File: src/rtl/rrcd_pkg.sv
// rrcd_pkg: shared types, widths and codes of the round-robin category dispatcher
// used by rrcd_ctrl and round_robin_category_dispatcher; depends on nothing
`default_nettype none

package rrcd_pkg;

  localparam int unsigned MAX_SOURCES = 16;
  localparam int unsigned IDX_W       = $clog2(MAX_SOURCES);
  localparam int unsigned CNT_W       = $clog2(MAX_SOURCES + 1);
  localparam int unsigned SRC_W       = 4;
  localparam int unsigned CFG_W       = 5;
  localparam int unsigned CAT_W       = 2;
  localparam int unsigned TAG_W       = 32;

  typedef logic [IDX_W-1:0] idx_t;
  typedef logic [CNT_W-1:0] cnt_t;
  typedef logic [SRC_W-1:0] src_t;
  typedef logic [CFG_W-1:0] cfg_t;
  typedef logic [CAT_W-1:0] cat_t;
  typedef logic [TAG_W-1:0] tag_t;

  // category and destination codes
  localparam cat_t CAT_DONE  = 2'd3;
  localparam cat_t DEST_NONE = 2'd3;

  localparam cfg_t PRODUCER_COUNT_RST = 5'd4;

  // one result beat
  typedef struct packed {
    cat_t destination;
    tag_t routed_tag;
    src_t source_id;
    src_t next_source;
    logic end_marker;
    logic run_finished;
    logic last;
  } res_t;

  // number of sources at run start, clamped to 1..MAX_SOURCES
  function automatic cnt_t start_count(input cfg_t pc);
    cnt_t n;
    if (pc == '0) begin
      n = cnt_t'(1);
    end else if (32'(pc) > MAX_SOURCES) begin
      n = cnt_t'(MAX_SOURCES);
    end else begin
      n = cnt_t'(pc);
    end
    return n;
  endfunction

endpackage

`default_nettype wire

File: src/rtl/rrcd_ram.sv
// rrcd_ram: generic synchronous RAM, one write port and two registered read ports
// standalone, no package dependency
`default_nettype none

module rrcd_ram #(
  parameter int unsigned Depth = 16,
  parameter int unsigned Width = 4
) (
  input  logic                     clk_i,
  input  logic                     we_i,
  input  logic [$clog2(Depth)-1:0] waddr_i,
  input  logic [Width-1:0]         wdata_i,
  input  logic [$clog2(Depth)-1:0] raddr_a_i,
  input  logic [$clog2(Depth)-1:0] raddr_b_i,
  output logic [Width-1:0]         rdata_a_o,
  output logic [Width-1:0]         rdata_b_o
);

  logic [Width-1:0] mem [Depth];

  // write port
  always_ff @(posedge clk_i) begin
    if (we_i) begin
      mem[waddr_i] <= wdata_i;
    end
  end

  // read ports, registered
  always_ff @(posedge clk_i) begin
    rdata_a_o <= mem[raddr_a_i];
    rdata_b_o <= mem[raddr_b_i];
  end

endmodule

`default_nettype wire

File: src/rtl/rrcd_ctrl.sv
// rrcd_ctrl: sequencer that reads, shifts and writes back the source list
// depends on rrcd_pkg; drives the source list RAM (rrcd_ram) from the top level
`default_nettype none

module rrcd_ctrl (
  input  logic                 clk_i,
  input  logic                 rst_ni,
  input  rrcd_pkg::cfg_t       producer_count_i,
  input  logic                 in_valid_i,
  output logic                 in_ready_o,
  input  rrcd_pkg::cat_t       category_i,
  input  rrcd_pkg::tag_t       item_tag_i,
  output logic                 res_valid_o,
  input  logic                 res_ready_i,
  output rrcd_pkg::res_t       res_o,
  output logic                 we_o,
  output rrcd_pkg::idx_t       waddr_o,
  output rrcd_pkg::src_t       wdata_o,
  output rrcd_pkg::idx_t       raddr_a_o,
  output rrcd_pkg::idx_t       raddr_b_o,
  input  rrcd_pkg::src_t       rdata_a_i,
  input  rrcd_pkg::src_t       rdata_b_i
);

  typedef enum logic [3:0] {
    S_IDLE, S_FILL, S_RD, S_DEC, S_SHR, S_SHW, S_POST, S_NXT, S_EMIT
  } state_e;

  state_e state_q, state_d;

  rrcd_pkg::cnt_t count_q, count_d;
  rrcd_pkg::idx_t pos_q, pos_d;
  rrcd_pkg::idx_t ptr_q, ptr_d;
  logic           running_q, running_d;
  logic           fin_q, fin_d;
  logic [1:0]     k_q, k_d;
  rrcd_pkg::cat_t cat_q, cat_d;
  rrcd_pkg::tag_t tag_q, tag_d;
  rrcd_pkg::src_t src_q, src_d;
  rrcd_pkg::res_t res_q, res_d;

  rrcd_pkg::cnt_t pos_inc;
  rrcd_pkg::idx_t pos_wrap;
  rrcd_pkg::cnt_t count_dec;
  rrcd_pkg::idx_t pos_after;

  // next position, modulo the current and the decremented count
  assign pos_inc   = rrcd_pkg::cnt_t'(pos_q) + rrcd_pkg::cnt_t'(1);
  assign pos_wrap  = (pos_inc == count_q) ? '0 : pos_inc[rrcd_pkg::IDX_W-1:0];
  assign count_dec = count_q - rrcd_pkg::cnt_t'(1);
  // pos_inc reaches at most count_dec + 1, so the wrap is 0 or 1
  assign pos_after = (pos_inc < count_dec) ? pos_inc[rrcd_pkg::IDX_W-1:0] :
                     (pos_inc == count_q && count_dec != rrcd_pkg::cnt_t'(1)) ?
                     rrcd_pkg::idx_t'(1) : '0;

  // sequencer next state and memory control
  always_comb begin
    state_d     = state_q;
    count_d     = count_q;
    pos_d       = pos_q;
    ptr_d       = ptr_q;
    running_d   = running_q;
    fin_d       = fin_q;
    k_d         = k_q;
    cat_d       = cat_q;
    tag_d       = tag_q;
    src_d       = src_q;
    res_d       = res_q;
    in_ready_o  = 1'b0;
    res_valid_o = 1'b0;
    we_o        = 1'b0;
    waddr_o     = ptr_q;
    wdata_o     = rrcd_pkg::src_t'(ptr_q);
    raddr_a_o   = pos_q;
    raddr_b_o   = pos_wrap;
    unique case (state_q)
      S_IDLE: begin
        in_ready_o = 1'b1;
        if (in_valid_i) begin
          cat_d = category_i;
          tag_d = item_tag_i;
          fin_d = 1'b0;
          k_d   = '0;
          if (!running_q) begin
            count_d   = rrcd_pkg::start_count(producer_count_i);
            pos_d     = '0;
            ptr_d     = '0;
            running_d = 1'b1;
            state_d   = S_FILL;
          end else begin
            state_d = S_RD;
          end
        end
      end
      // load the list with 0..count-1, one entry a cycle
      S_FILL: begin
        we_o = 1'b1;
        if (rrcd_pkg::cnt_t'(ptr_q) + rrcd_pkg::cnt_t'(1) == count_q) begin
          state_d = S_RD;
        end else begin
          ptr_d = ptr_q + rrcd_pkg::idx_t'(1);
        end
      end
      S_RD: begin
        raddr_a_o = pos_q;
        raddr_b_o = pos_wrap;
        state_d   = S_DEC;
      end
      S_DEC: begin
        src_d = rdata_a_i;
        if (cat_q != rrcd_pkg::CAT_DONE) begin
          res_d.destination  = cat_q;
          res_d.routed_tag   = tag_q;
          res_d.source_id    = rdata_a_i;
          res_d.next_source  = rdata_b_i;
          res_d.end_marker   = 1'b0;
          res_d.run_finished = 1'b0;
          res_d.last         = 1'b1;
          pos_d              = pos_wrap;
          state_d            = S_EMIT;
        end else begin
          ptr_d = pos_q;
          if (pos_inc < count_q) begin
            state_d = S_SHR;
          end else begin
            state_d = S_POST;
          end
        end
      end
      // retirement shift: read entry ptr+1
      S_SHR: begin
        raddr_b_o = ptr_q + rrcd_pkg::idx_t'(1);
        state_d   = S_SHW;
      end
      // retirement shift: write it back at ptr
      S_SHW: begin
        we_o    = 1'b1;
        wdata_o = rdata_b_i;
        ptr_d   = ptr_q + rrcd_pkg::idx_t'(1);
        if (rrcd_pkg::cnt_t'(ptr_q) + rrcd_pkg::cnt_t'(2) < count_q) begin
          state_d = S_SHR;
        end else begin
          state_d = S_POST;
        end
      end
      S_POST: begin
        count_d = count_dec;
        if (count_dec == '0) begin
          fin_d     = 1'b1;
          k_d       = '0;
          running_d = 1'b0;
          pos_d     = '0;
          state_d   = S_EMIT;
        end else begin
          pos_d     = pos_after;
          raddr_b_o = pos_after;
          state_d   = S_NXT;
        end
      end
      S_NXT: begin
        res_d.destination  = rrcd_pkg::DEST_NONE;
        res_d.routed_tag   = '0;
        res_d.source_id    = src_q;
        res_d.next_source  = rdata_b_i;
        res_d.end_marker   = 1'b0;
        res_d.run_finished = 1'b0;
        res_d.last         = 1'b1;
        state_d            = S_EMIT;
      end
      S_EMIT: begin
        res_valid_o = 1'b1;
        if (res_ready_i) begin
          if (fin_q && k_q != 2'd3) begin
            k_d = k_q + 2'd1;
          end else begin
            state_d = S_IDLE;
          end
        end
      end
      default: begin
        state_d = S_IDLE;
      end
    endcase
  end

  // result beat: stored result, or the retirement and end markers of a run end
  always_comb begin
    res_o = res_q;
    if (fin_q) begin
      res_o.routed_tag   = '0;
      res_o.source_id    = src_q;
      res_o.next_source  = '0;
      if (k_q == '0) begin
        res_o.destination  = rrcd_pkg::DEST_NONE;
        res_o.end_marker   = 1'b0;
        res_o.run_finished = 1'b0;
        res_o.last         = 1'b0;
      end else begin
        res_o.destination  = rrcd_pkg::cat_t'(k_q - 2'd1);
        res_o.end_marker   = 1'b1;
        res_o.run_finished = 1'b1;
        res_o.last         = (k_q == 2'd3);
      end
    end
  end

  // state and registered values
  always_ff @(posedge clk_i or negedge rst_ni) begin
    if (!rst_ni) begin
      state_q   <= S_IDLE;
      count_q   <= '0;
      pos_q     <= '0;
      ptr_q     <= '0;
      running_q <= 1'b0;
      fin_q     <= 1'b0;
      k_q       <= '0;
    end else begin
      state_q   <= state_d;
      count_q   <= count_d;
      pos_q     <= pos_d;
      ptr_q     <= ptr_d;
      running_q <= running_d;
      fin_q     <= fin_d;
      k_q       <= k_d;
    end
  end

  // item and result payload
  always_ff @(posedge clk_i) begin
    cat_q <= cat_d;
    tag_q <= tag_d;
    src_q <= src_d;
    res_q <= res_d;
  end

  // a running list is never empty nor larger than the RAM
  assert property (@(posedge clk_i) disable iff (!rst_ni)
    running_q |-> (count_q != '0 &&
                   32'(count_q) <= rrcd_pkg::MAX_SOURCES))
    else $error("active count out of range while running");

  // the position always points inside the active list
  assert property (@(posedge clk_i) disable iff (!rst_ni)
    running_q |-> (rrcd_pkg::cnt_t'(pos_q) < count_q))
    else $error("round-robin position beyond active count");

  // one item at a time: after an accept the input side closes
  assert property (@(posedge clk_i) disable iff (!rst_ni)
    (in_valid_i && in_ready_o) |=> !in_ready_o)
    else $error("input accepted while an item is in flight");

  // run-end flag travels only with end markers, which never carry no-destination
  assert property (@(posedge clk_i) disable iff (!rst_ni)
    res_valid_o |-> (res_o.run_finished == res_o.end_marker &&
                     (!res_o.end_marker || res_o.destination != rrcd_pkg::DEST_NONE)))
    else $error("inconsistent end marker beat");

  // the list shift only runs on a done item
  assert property (@(posedge clk_i) disable iff (!rst_ni)
    (state_q == S_SHW) |-> (cat_q == rrcd_pkg::CAT_DONE && !fin_q))
    else $error("list shift outside a retirement");

endmodule

`default_nettype wire

File: src/rtl/round_robin_category_dispatcher.sv
// round_robin_category_dispatcher: top level with config register and output stage
// depends on rrcd_pkg, rrcd_ram and rrcd_ctrl
`default_nettype none

// Routes one item at a time from the polled source by its category and tracks the
// active source list in a 16-entry RAM with registered reads. An ordinary item
// passes through accept, RAM read, decode and the hand to the output register on
// its way to its result beat; the first item of a run first loads the list, one RAM
// write a cycle. A done item shifts each list entry behind the retired one down, a
// read then a write-back through the single write port, and then fetches the next
// source; the last retirement hands out four beats, one a cycle while the sink is
// ready. The output register holds a finished beat so the next item is taken
// meanwhile.
// producer_count is sampled only when a run starts; cfg_ready_o is always high.

module round_robin_category_dispatcher (
  input  logic                 clk_i,
  input  logic                 rst_ni,
  input  logic                 cfg_valid_i,
  output logic                 cfg_ready_o,
  input  rrcd_pkg::cfg_t       cfg_data_i,
  input  logic                 in_valid_i,
  output logic                 in_ready_o,
  input  rrcd_pkg::cat_t       category_i,
  input  rrcd_pkg::tag_t       item_tag_i,
  output logic                 out_valid_o,
  input  logic                 out_ready_i,
  output rrcd_pkg::cat_t       destination_o,
  output rrcd_pkg::tag_t       routed_tag_o,
  output rrcd_pkg::src_t       source_id_o,
  output rrcd_pkg::src_t       next_source_o,
  output logic                 end_marker_o,
  output logic                 run_finished_o,
  output logic                 last_o
);

  rrcd_pkg::cfg_t producer_count_q;
  logic           res_valid;
  logic           res_ready;
  rrcd_pkg::res_t res;
  logic           out_valid_q;
  rrcd_pkg::res_t out_res_q;

  logic           ram_we;
  rrcd_pkg::idx_t ram_waddr;
  rrcd_pkg::src_t ram_wdata;
  rrcd_pkg::idx_t ram_raddr_a;
  rrcd_pkg::idx_t ram_raddr_b;
  rrcd_pkg::src_t ram_rdata_a;
  rrcd_pkg::src_t ram_rdata_b;

  // configuration register
  assign cfg_ready_o = 1'b1;

  always_ff @(posedge clk_i or negedge rst_ni) begin
    if (!rst_ni) begin
      producer_count_q <= rrcd_pkg::PRODUCER_COUNT_RST;
    end else if (cfg_valid_i) begin
      producer_count_q <= cfg_data_i;
    end
  end

  // source list storage
  rrcd_ram #(
    .Depth (rrcd_pkg::MAX_SOURCES),
    .Width (rrcd_pkg::SRC_W)
  ) u_ram (
    .clk_i     (clk_i),
    .we_i      (ram_we),
    .waddr_i   (ram_waddr),
    .wdata_i   (ram_wdata),
    .raddr_a_i (ram_raddr_a),
    .raddr_b_i (ram_raddr_b),
    .rdata_a_o (ram_rdata_a),
    .rdata_b_o (ram_rdata_b)
  );

  // sequencer
  rrcd_ctrl u_ctrl (
    .clk_i            (clk_i),
    .rst_ni           (rst_ni),
    .producer_count_i (producer_count_q),
    .in_valid_i       (in_valid_i),
    .in_ready_o       (in_ready_o),
    .category_i       (category_i),
    .item_tag_i       (item_tag_i),
    .res_valid_o      (res_valid),
    .res_ready_i      (res_ready),
    .res_o            (res),
    .we_o             (ram_we),
    .waddr_o          (ram_waddr),
    .wdata_o          (ram_wdata),
    .raddr_a_o        (ram_raddr_a),
    .raddr_b_o        (ram_raddr_b),
    .rdata_a_i        (ram_rdata_a),
    .rdata_b_i        (ram_rdata_b)
  );

  // output register, refilled in the cycle its beat leaves
  assign res_ready = !out_valid_q || out_ready_i;

  always_ff @(posedge clk_i or negedge rst_ni) begin
    if (!rst_ni) begin
      out_valid_q <= 1'b0;
    end else if (res_ready) begin
      out_valid_q <= res_valid;
    end
  end

  always_ff @(posedge clk_i) begin
    if (res_ready && res_valid) begin
      out_res_q <= res;
    end
  end

  assign out_valid_o    = out_valid_q;
  assign destination_o  = out_res_q.destination;
  assign routed_tag_o   = out_res_q.routed_tag;
  assign source_id_o    = out_res_q.source_id;
  assign next_source_o  = out_res_q.next_source;
  assign end_marker_o   = out_res_q.end_marker;
  assign run_finished_o = out_res_q.run_finished;
  assign last_o         = out_res_q.last;

endmodule

`default_nettype wire

File: config.mk
export PLATFORM = sky130hd
export DESIGN_NAME = round_robin_category_dispatcher
export DESIGN_NICKNAME = d
export VERILOG_FILES = /design/src/rtl/rrcd_pkg.sv /design/src/rtl/rrcd_ram.sv /design/src/rtl/rrcd_ctrl.sv /design/src/rtl/round_robin_category_dispatcher.sv
export SDC_FILE = /design/constraint.sdc
export NUM_CORES = 1
export LEC_CHECK = 0
export BUFFER_PORTS_ARGS = -buffer_cell sky130_fd_sc_hd__buf_2
export CORE_MARGIN = 3
export CORE_UTILIZATION = 37
export DETAILED_ROUTE_END_ITERATION = 7
export PLACE_DENSITY = 0.51
export SYNTH_ARGS = -nofsm -noshare
export SYNTH_HDL_FRONTEND = slang
export SYNTH_HIERARCHICAL = 1
export SYNTH_SLANG_ARGS = --single-unit
File: constraint.sdc
create_clock -name clk_i -period 4 [get_ports clk_i]
set_input_delay 0 -clock clk_i [delete_from_list [all_inputs] [get_ports clk_i]]
set_output_delay 0 -clock clk_i [all_outputs]
set_load 0.05 [all_outputs]
=== Word-level counts from Yosys, hierarchy flattened ===
Memories as Yosys holds them, arrays and structs flattened. A register that Yosys moved wholly into a read port is not among the register bits.
Index checks and enable logic that the tools add are counted.

* Add/sub/neg operators: 7
* Magnitude comparators: 4
* Equality and inequality tests: 24
* Mux-type cells: 50
* Reduce and logical (&&, ||, !) cells: 23

{| class="wikitable"
|+ Operator list
! operator !! count
|-
| $mux 45 || 2
|-
| $pmux 45 s2 || 1
|-
| $mux 4 || 16
|-
| $pmux 4 s9 || 1
|-
| $mux 5 || 4
|-
| $eq 4x3->1 const B || 4
|-
| $mux 2 || 8
|-
| $ne 2x2->1 const B || 8
|-
| $pmux 4 s4 || 1
|-
| $lt 5x5->1 || 3
|-
| $pmux 4 s3 || 1
|-
| $add 4x1->5 const B || 2
|-
| $eq 5x5->1 || 2
|-
| $logic_not 5->1 || 2
|-
| $mux 1 || 10
|-
| $pmux 5 s2 || 1
|-
| $reduce_and 5->1 || 2
|-
| $eq 4x2->1 const B || 2
|-
| $ne 2x1->1 const B || 4
|-
| $pmux 4 s2 || 1
|-
| $reduce_and 4->1 || 2
|-
| $pmux 2 s3 || 1
|-
| $reduce_and 3->1 || 2
|-
| $reduce_bool 3->1 || 2
|-
| other kinds (21) || 26
|}

* Flip-flop bits (word level): 155
* Memory bits (writable): 64
* Input bits: 44
* Output and inout bits: 48
* Logic and storage cells: 135
* Memories kept: 1

{| class="wikitable"
|+ Memory list
! memory !! depth !! bits a word !! rd ports !! clocked after Yosys merged registers in !! wr ports !! line !! RTL
|-
| u_ram.mem || 16 || 4 || 2 || 2 || 1 || rrcd_ram.sv:19 || <nowiki>logic [Width-1:0] mem [Depth];</nowiki>
|}

=== Depth between registers and ports, before layout ===
* Word-level depth: 7
* Mapped depth: 14
* Depth with buffers taken out: 12

=== Hierarchy ===
Netlist, hierarchy kept.

{| class="wikitable"
|+ By module, submodules not included
! module !! instances !! cells each !! area each (µm²)
|-
| rrcd_ctrl || 1 || 417 || 5027.3
|-
| rrcd_ram || 1 || 173 || 3300.7
|-
| round_robin_category_dispatcher || 1 || 61 || 1589.0
|}

=== Worst setup path before layout ===
OpenSTA, ideal clock, no wires.

* Path kind: register -> register
* Start point: register u_ctrl.count_q[0]
* End point: register u_ram.rdata_b_o[1], read port of u_ram.mem
* Data arrival time: 3.068 ns
* Data required time: 3.877 ns
* Setup slack: 0.810 ns
* Stages on the path, launching flop included: 15
* Buffers on the path: 2
* Path through: dfrtp_1 > inv_1 > ha_1 > ha_1 > nor2b_1 > o211ai_1 > a21oi_1 > nor4_2 > a21o_1 > a22o_1 > clkbuf_1 > buf_2 > mux4_2 > a22oi_1 > nand3_1

* Elaborated cells between the ends (all ways): 11
* Those cells by class: add/sub (1); order compare (1); eq/ne (2); mux (5); reduce/logical (2)

{| class="wikitable"
|+ RTL lines
! item !! line !! RTL
|-
| from (decl) || rrcd_ctrl.sv:31 || <nowiki>rrcd_pkg::cnt_t count_q, count_d;</nowiki>
|-
| from (signal assigned) || rrcd_ctrl.sv:219 || <nowiki>count_q <= count_d;</nowiki>
|-
| $sub 5x1->5 || rrcd_ctrl.sv:50 || <nowiki>assign count_dec = count_q - rrcd_pkg::cnt_t'(1);</nowiki>
|-
| $lt 5x5->1 || rrcd_ctrl.sv:52 || <nowiki>assign pos_after = (pos_inc < count_dec) ? pos_inc[rrcd_pkg::IDX_W-1:0] :</nowiki>
|-
| $mux 4 || rrcd_ctrl.sv:52 ||
|-
| $mux 4 || rrcd_ctrl.sv:148 || <nowiki>if (count_dec == '0) begin</nowiki>
|-
| $pmux 4 s2 * || rrcd_ctrl.sv:76 || <nowiki>unique case (state_q)</nowiki>
|-
| net ram_raddr_b[1] || round_robin_category_dispatcher.sv:48 || <nowiki>rrcd_pkg::idx_t ram_raddr_b;</nowiki>
|-
| to (decl) || rrcd_ram.sv:16 || <nowiki>output logic [Width-1:0] rdata_b_o</nowiki>
|}

The timed path passes the listed nets; every way through them passes the cells marked *.
A chain may end at the register's enable or synchronous reset.

=== Worst setup path after layout ===
* Start point: register u_ctrl.count_q[0]
* End point: register u_ram.rdata_b_o[0], read port of u_ram.mem

Same word-level chain as after synthesis.

==> run_summary.xml <==
<?xml version="1.0" encoding="UTF-8"?>
<metrics>
  <group name="route">
    <metric name="routed-wl-met3" unit="mm">1.20</metric>
    <metric name="first_iter_violations" unit="">668</metric>
    <metric name="topRoutingLayerUsed" unit="">met4</metric>
    <metric name="detail-route-antenna-nets" unit="">0</metric>
    <metric name="totalWireLength" unit="mm">21.6</metric>
    <metric name="via_count" unit="">5890</metric>
    <metric name="wl_met2" unit="mm">10.4</metric>
    <metric name="routed_via_density" unit="">5.09</metric>
    <metric name="routedLengthMet1" unit="mm">9.58</metric>
    <metric name="drt-wirelength-per-cell" unit="um">18.7</metric>
    <metric name="remaining_drc_errors" unit="">0</metric>
    <metric name="drt_pass1_iterations" unit="">5</metric>
  </group>
  <group name="synthesis">
    <metric name="yosys.area.top_type" unit="">sky130_fd_sc_hd__edfxtp_1</metric>
    <metric name="synth_async_sr_flop_share" unit="%">12.1</metric>
    <metric name="synth_edf_count" unit="">189</metric>
    <metric name="synth_top_cells_by_count" unit="">sky130_fd_sc_hd__edfxtp_1, sky130_fd_sc_hd__nor2b_1, sky130_fd_sc_hd__nor2_1</metric>
    <metric name="syn_warnings" unit="">6</metric>
    <metric name="netlist.area_leader.share" unit="%">57.2</metric>
    <metric name="synthCells" unit="">651</metric>
    <metric name="number_of_distinct_library_cell_variants_in_the_gate_level_netlist_after_synthesis" unit="">69</metric>
    <metric name="synth_fp_nets" unit="">717</metric>
    <metric name="postSynthAreaPerCell" unit="um^2">15.2</metric>
    <metric name="synth-seq-cells" unit="">224</metric>
    <metric name="cells_taking_the_most_area_after_synthesis" unit="">sky130_fd_sc_hd__edfxtp_1, sky130_fd_sc_hd__mux4_1, sky130_fd_sc_hd__dfrtp_1</metric>
    <metric name="yosys_most_used_dff" unit="">sky130_fd_sc_hd__edfxtp_1</metric>
    <metric name="synth.most_common_cell" unit="">sky130_fd_sc_hd__edfxtp_1</metric>
    <metric name="synth.yosys.seq_area_share" unit="%">65.7</metric>
    <metric name="synthesis.area" unit="um^2">9920</metric>
  </group>
  <group name="setup_path">
    <metric name="worst-r2r-cell-count" unit="">13</metric>
    <metric name="crit_slowest_cell" unit="">sky130_fd_sc_hd__dfrtp_1</metric>
    <metric name="critPathMaxStageDelay" unit="ns">0.51</metric>
    <metric name="path_max_fanout" unit="">13</metric>
    <metric name="worstPathArrival" unit="ns">4.08</metric>
    <metric name="worstSetupEndpointType" unit="">flip-flop</metric>
    <metric name="setup.worst_path.class" unit="">reg -&gt; reg</metric>
    <metric name="timing.critical_path.cells" unit="">inv_1 -&gt; ha_1 -&gt; ha_1 -&gt; nor2b_1 -&gt; o211ai_1 -&gt; a21oi_1 -&gt; nor4_2 -&gt; a21o_1 -&gt; a22o_1 -&gt; buf_4 -&gt; mux4_1 -&gt; nand2_1 -&gt; nand3_1</metric>
    <metric name="path_common_cell" unit="">sky130_fd_sc_hd__ha_1</metric>
    <metric name="cp-start-kind" unit="">flip-flop</metric>
    <metric name="critical_path_required" unit="ns">4.40</metric>
  </group>
  <group name="timing">
    <metric name="worst_slew_margin_rel" unit="%">29.8</metric>
    <metric name="achievable-frequency" unit="MHz">271</metric>
    <metric name="timing_worst_slew_pin_value" unit="ns">1.05</metric>
    <metric name="tns" unit="ns">0</metric>
    <metric name="fin_skew" unit="ns">0.00867</metric>
    <metric name="fin_ws" unit="ns">0.314</metric>
    <metric name="final.min_clock_period" unit="ns">3.69</metric>
    <metric name="finalHoldViolations" unit="">0</metric>
    <metric name="drv_slew" unit="">0</metric>
    <metric name="period_share" unit="%">92.1</metric>
    <metric name="report.final.setup_viol" unit="">0</metric>
    <metric name="rsz_0062_raised_after_global_routing" unit="">false</metric>
  </group>
  <group name="worst_hold_path">
    <metric name="worst_hold_path_type" unit="">in -&gt; async</metric>
  </group>
  <group name="clocking">
    <metric name="tritoncts.num_buffers" unit="">25</metric>
    <metric name="htree_num_levels" unit="">1</metric>
    <metric name="root_buffer" unit="">sky130_fd_sc_hd__clkbuf_16</metric>
    <metric name="clock-sinks" unit="">224</metric>
    <metric name="post-cts-setup-buffers" unit="">0</metric>
    <metric name="cts.clk_slew.worst_paths" unit="ns">0.06</metric>
    <metric name="clkLatencyLatePin" unit="ns">0.52</metric>
    <metric name="tritoncts" unit="">done</metric>
    <metric name="cts-root-to-sink-buffers" unit="">3</metric>
  </group>
  <group name="finish">
    <metric name="final_layout_size_suffix_gt1_share" unit="%">22.0</metric>
    <metric name="antennaDiodeCount" unit="">0</metric>
    <metric name="nNetsFinal" unit="">871</metric>
    <metric name="area_growth" unit="%">21.2</metric>
  </group>
  <group name="grt">
    <metric name="grt.total_usage" unit="%">14.9</metric>
    <metric name="pin_count_of_the_biggest_net_entering_global_routing" unit="">46</metric>
    <metric name="grt_first_pass_wirelength" unit="mm">33.9</metric>
    <metric name="initial_antenna_violation_count" unit="">0</metric>
    <metric name="grt-ovfl-total" unit="">0</metric>
    <metric name="first_global_vias" unit="">6049</metric>
  </group>
  <group name="die">
    <metric name="core_area" unit="um^2">26200</metric>
    <metric name="initial_standard_cell_utilization_of_the_core" unit="%">37.8</metric>
    <metric name="die_height" unit="um">170</metric>
    <metric name="top_level_ports" unit="">92</metric>
    <metric name="die_w" unit="um">170</metric>
    <metric name="die_area" unit="um^2">28800</metric>
    <metric name="core.rowCount" unit="">59</metric>
  </group>
  <group name="placed_design">
    <metric name="gp_routability_congestion" unit="">0.843</metric>
    <metric name="hpwlAfterDp" unit="mm">15.0</metric>
    <metric name="port_buffers" unit="">90</metric>
    <metric name="placement.setup.worst_slack" unit="ns">0.388</metric>
  </group>
  <group name="power_and_ir_drop">
    <metric name="power_density_over_the_cells" unit="nW/um^2">679</metric>
    <metric name="cellLeakagePower" unit="nW">4.45</metric>
    <metric name="power.ir.vdd_worst" unit="uV">322</metric>
  </group>
  <group name="run">
    <metric name="drv_cap" unit="">0</metric>
  </group>
  <group name="run_status">
    <metric name="run_status" unit="">finished, final reports clean</metric>
  </group>
</metrics>
sequential cells by signal (all words and copies together) (netlist names), 2 cells and up:
register          cells
u_ctrl/src_q          4
u_ctrl/res_q         42
u_ctrl/cat_q          2
next_source_o         4
u_ram/mem            64
u_ctrl/k_q            2
source_id_o           4
routed_tag_o         32
u_ram/rdata_b_o       4
producer_count_q      5
destination_o         2
u_ctrl/count_q        5
u_ram/rdata_a_o       4
u_ctrl/raddr_a_o      4
u_ctrl/tag_q         32
u_ctrl/waddr_o        4
u_ctrl/state_q        4
worst max-delay path: cells and delay by family (launching register included):
family	cells	cell delay, ns
flip-flops	1	0.51
AND/OR/NAND/NOR	4	0.63
AO/OA/AOI/OAI	4	1.08
adder cells (fa/ha/maj)	2	0.63
multiplexers	1	0.32
buffers and inverters	2	0.37
logic make-up (layout without fill, tap and decap cells):
family                   count (synthesis)  after routing  synth area share (%)
other                                    1              1                0.0378
buffers and inverters                   49            221                  2.60
flip-flops                             224            224                  65.7
adder cells (fa/ha/maj)                 22             22                  2.78
XOR/XNOR                                12             12                  1.20
multiplexers                            51             51                  10.4
AO/OA/AOI/OAI                           74             74                  5.15
AND/OR/NAND/NOR                        218            218                  12.1
routing by layer:
metal  up-vias  GRT usage [%]
met4         0           3.45
met1      2908           20.2
met3        37           2.77
li1       2773              -
met5         -              0
met2       172           24.9
where the power goes:
group | switching (W) | total [W] | internal, W
Sequential | 0.000291 | 0.00352 | 0.00323
Combinational | 0.00150 | 0.00245 | 0.000952
Clock | 0.000893 | 0.00220 | 0.00130
placed cells by master (no fill, tap or decap), drive strengths merged, types with 4 or more instances in the layout:
cell | Yosys | routed
mux2i | 4 | 4
xnor2 | 7 | 7
and2 | 33 | 33
edfxtp | 189 | 189
nand2b | 10 | 10
nor3 | 13 | 13
clkinv | 2 | 11
a22oi | 8 | 8
dfxtp | 8 | 8
nor2 | 41 | 41
inv | 22 | 23
xor2 | 4 | 4
dlygate4sd3 | 0 | 47
buf | 12 | 105
a221oi | 4 | 4
nand3 | 23 | 23
a21oi | 18 | 18
o21ai | 19 | 19
nand2 | 30 | 30
clkbuf | 13 | 31
dfrtp | 26 | 26
nand3b | 4 | 4
a21o | 4 | 4
nor2b | 45 | 45
mux4 | 32 | 32
mux2 | 15 | 15
ha | 22 | 22
timing repair:
action | CTS | global route
gates resized for setup | 0 | 0
endpoints found under the hold margin | 72 | 0
hold buffers | 47 | 0
layout make-up:
class                      instances  area (um^2)
timing repair buffer             152         1030
clock inverter                    14          141
sequential                       224         6510
clock buffer                      31          658
tap                              335          419
inverter                          24         95.1
fill                            2292        14200
multi-input combinational        378         3160
stage by stage:
stage	utilization (%)	total power [W]	hold WS [ns]	cell area [um^2]	cells
6_report	45.9	0.00816	0.0543	12000	1158
5_1_grt	45.9	0.00863	0.134	12000	1158
4_1_cts	45.9	0.00825	0.0587	12000	1158
3_5_place_dp	41.0	0.00598	0.0778	10700	1066
3_3_place_gp	41.0	0.00595	0.0720	10700	1066
2_1_floorplan	-	0.00528	-0.296	9920	651
path summary, 6_finish.rpt:
kind / startpoint / endpoint / slack (ns)
setup / recovery: u_ctrl/count_q[0] / u_ram/rdata_b_o[0] / 0.31
hold reg to reg: u_ram/rdata_a_o[2] / u_ctrl/src_q[2] / 0.43
setup reg to reg: u_ctrl/count_q[0] / u_ram/rdata_b_o[0] / 0.31
hold / removal: rst_ni / u_ctrl/count_q[1] / 0.05
min in group clk_i: item_tag_i[24] / u_ctrl/tag_q[24] / 0.19
max in group asynchronous: rst_ni / producer_count_q[1] / 3.51
Note: power is estimated with default switching activity, not from simulation.
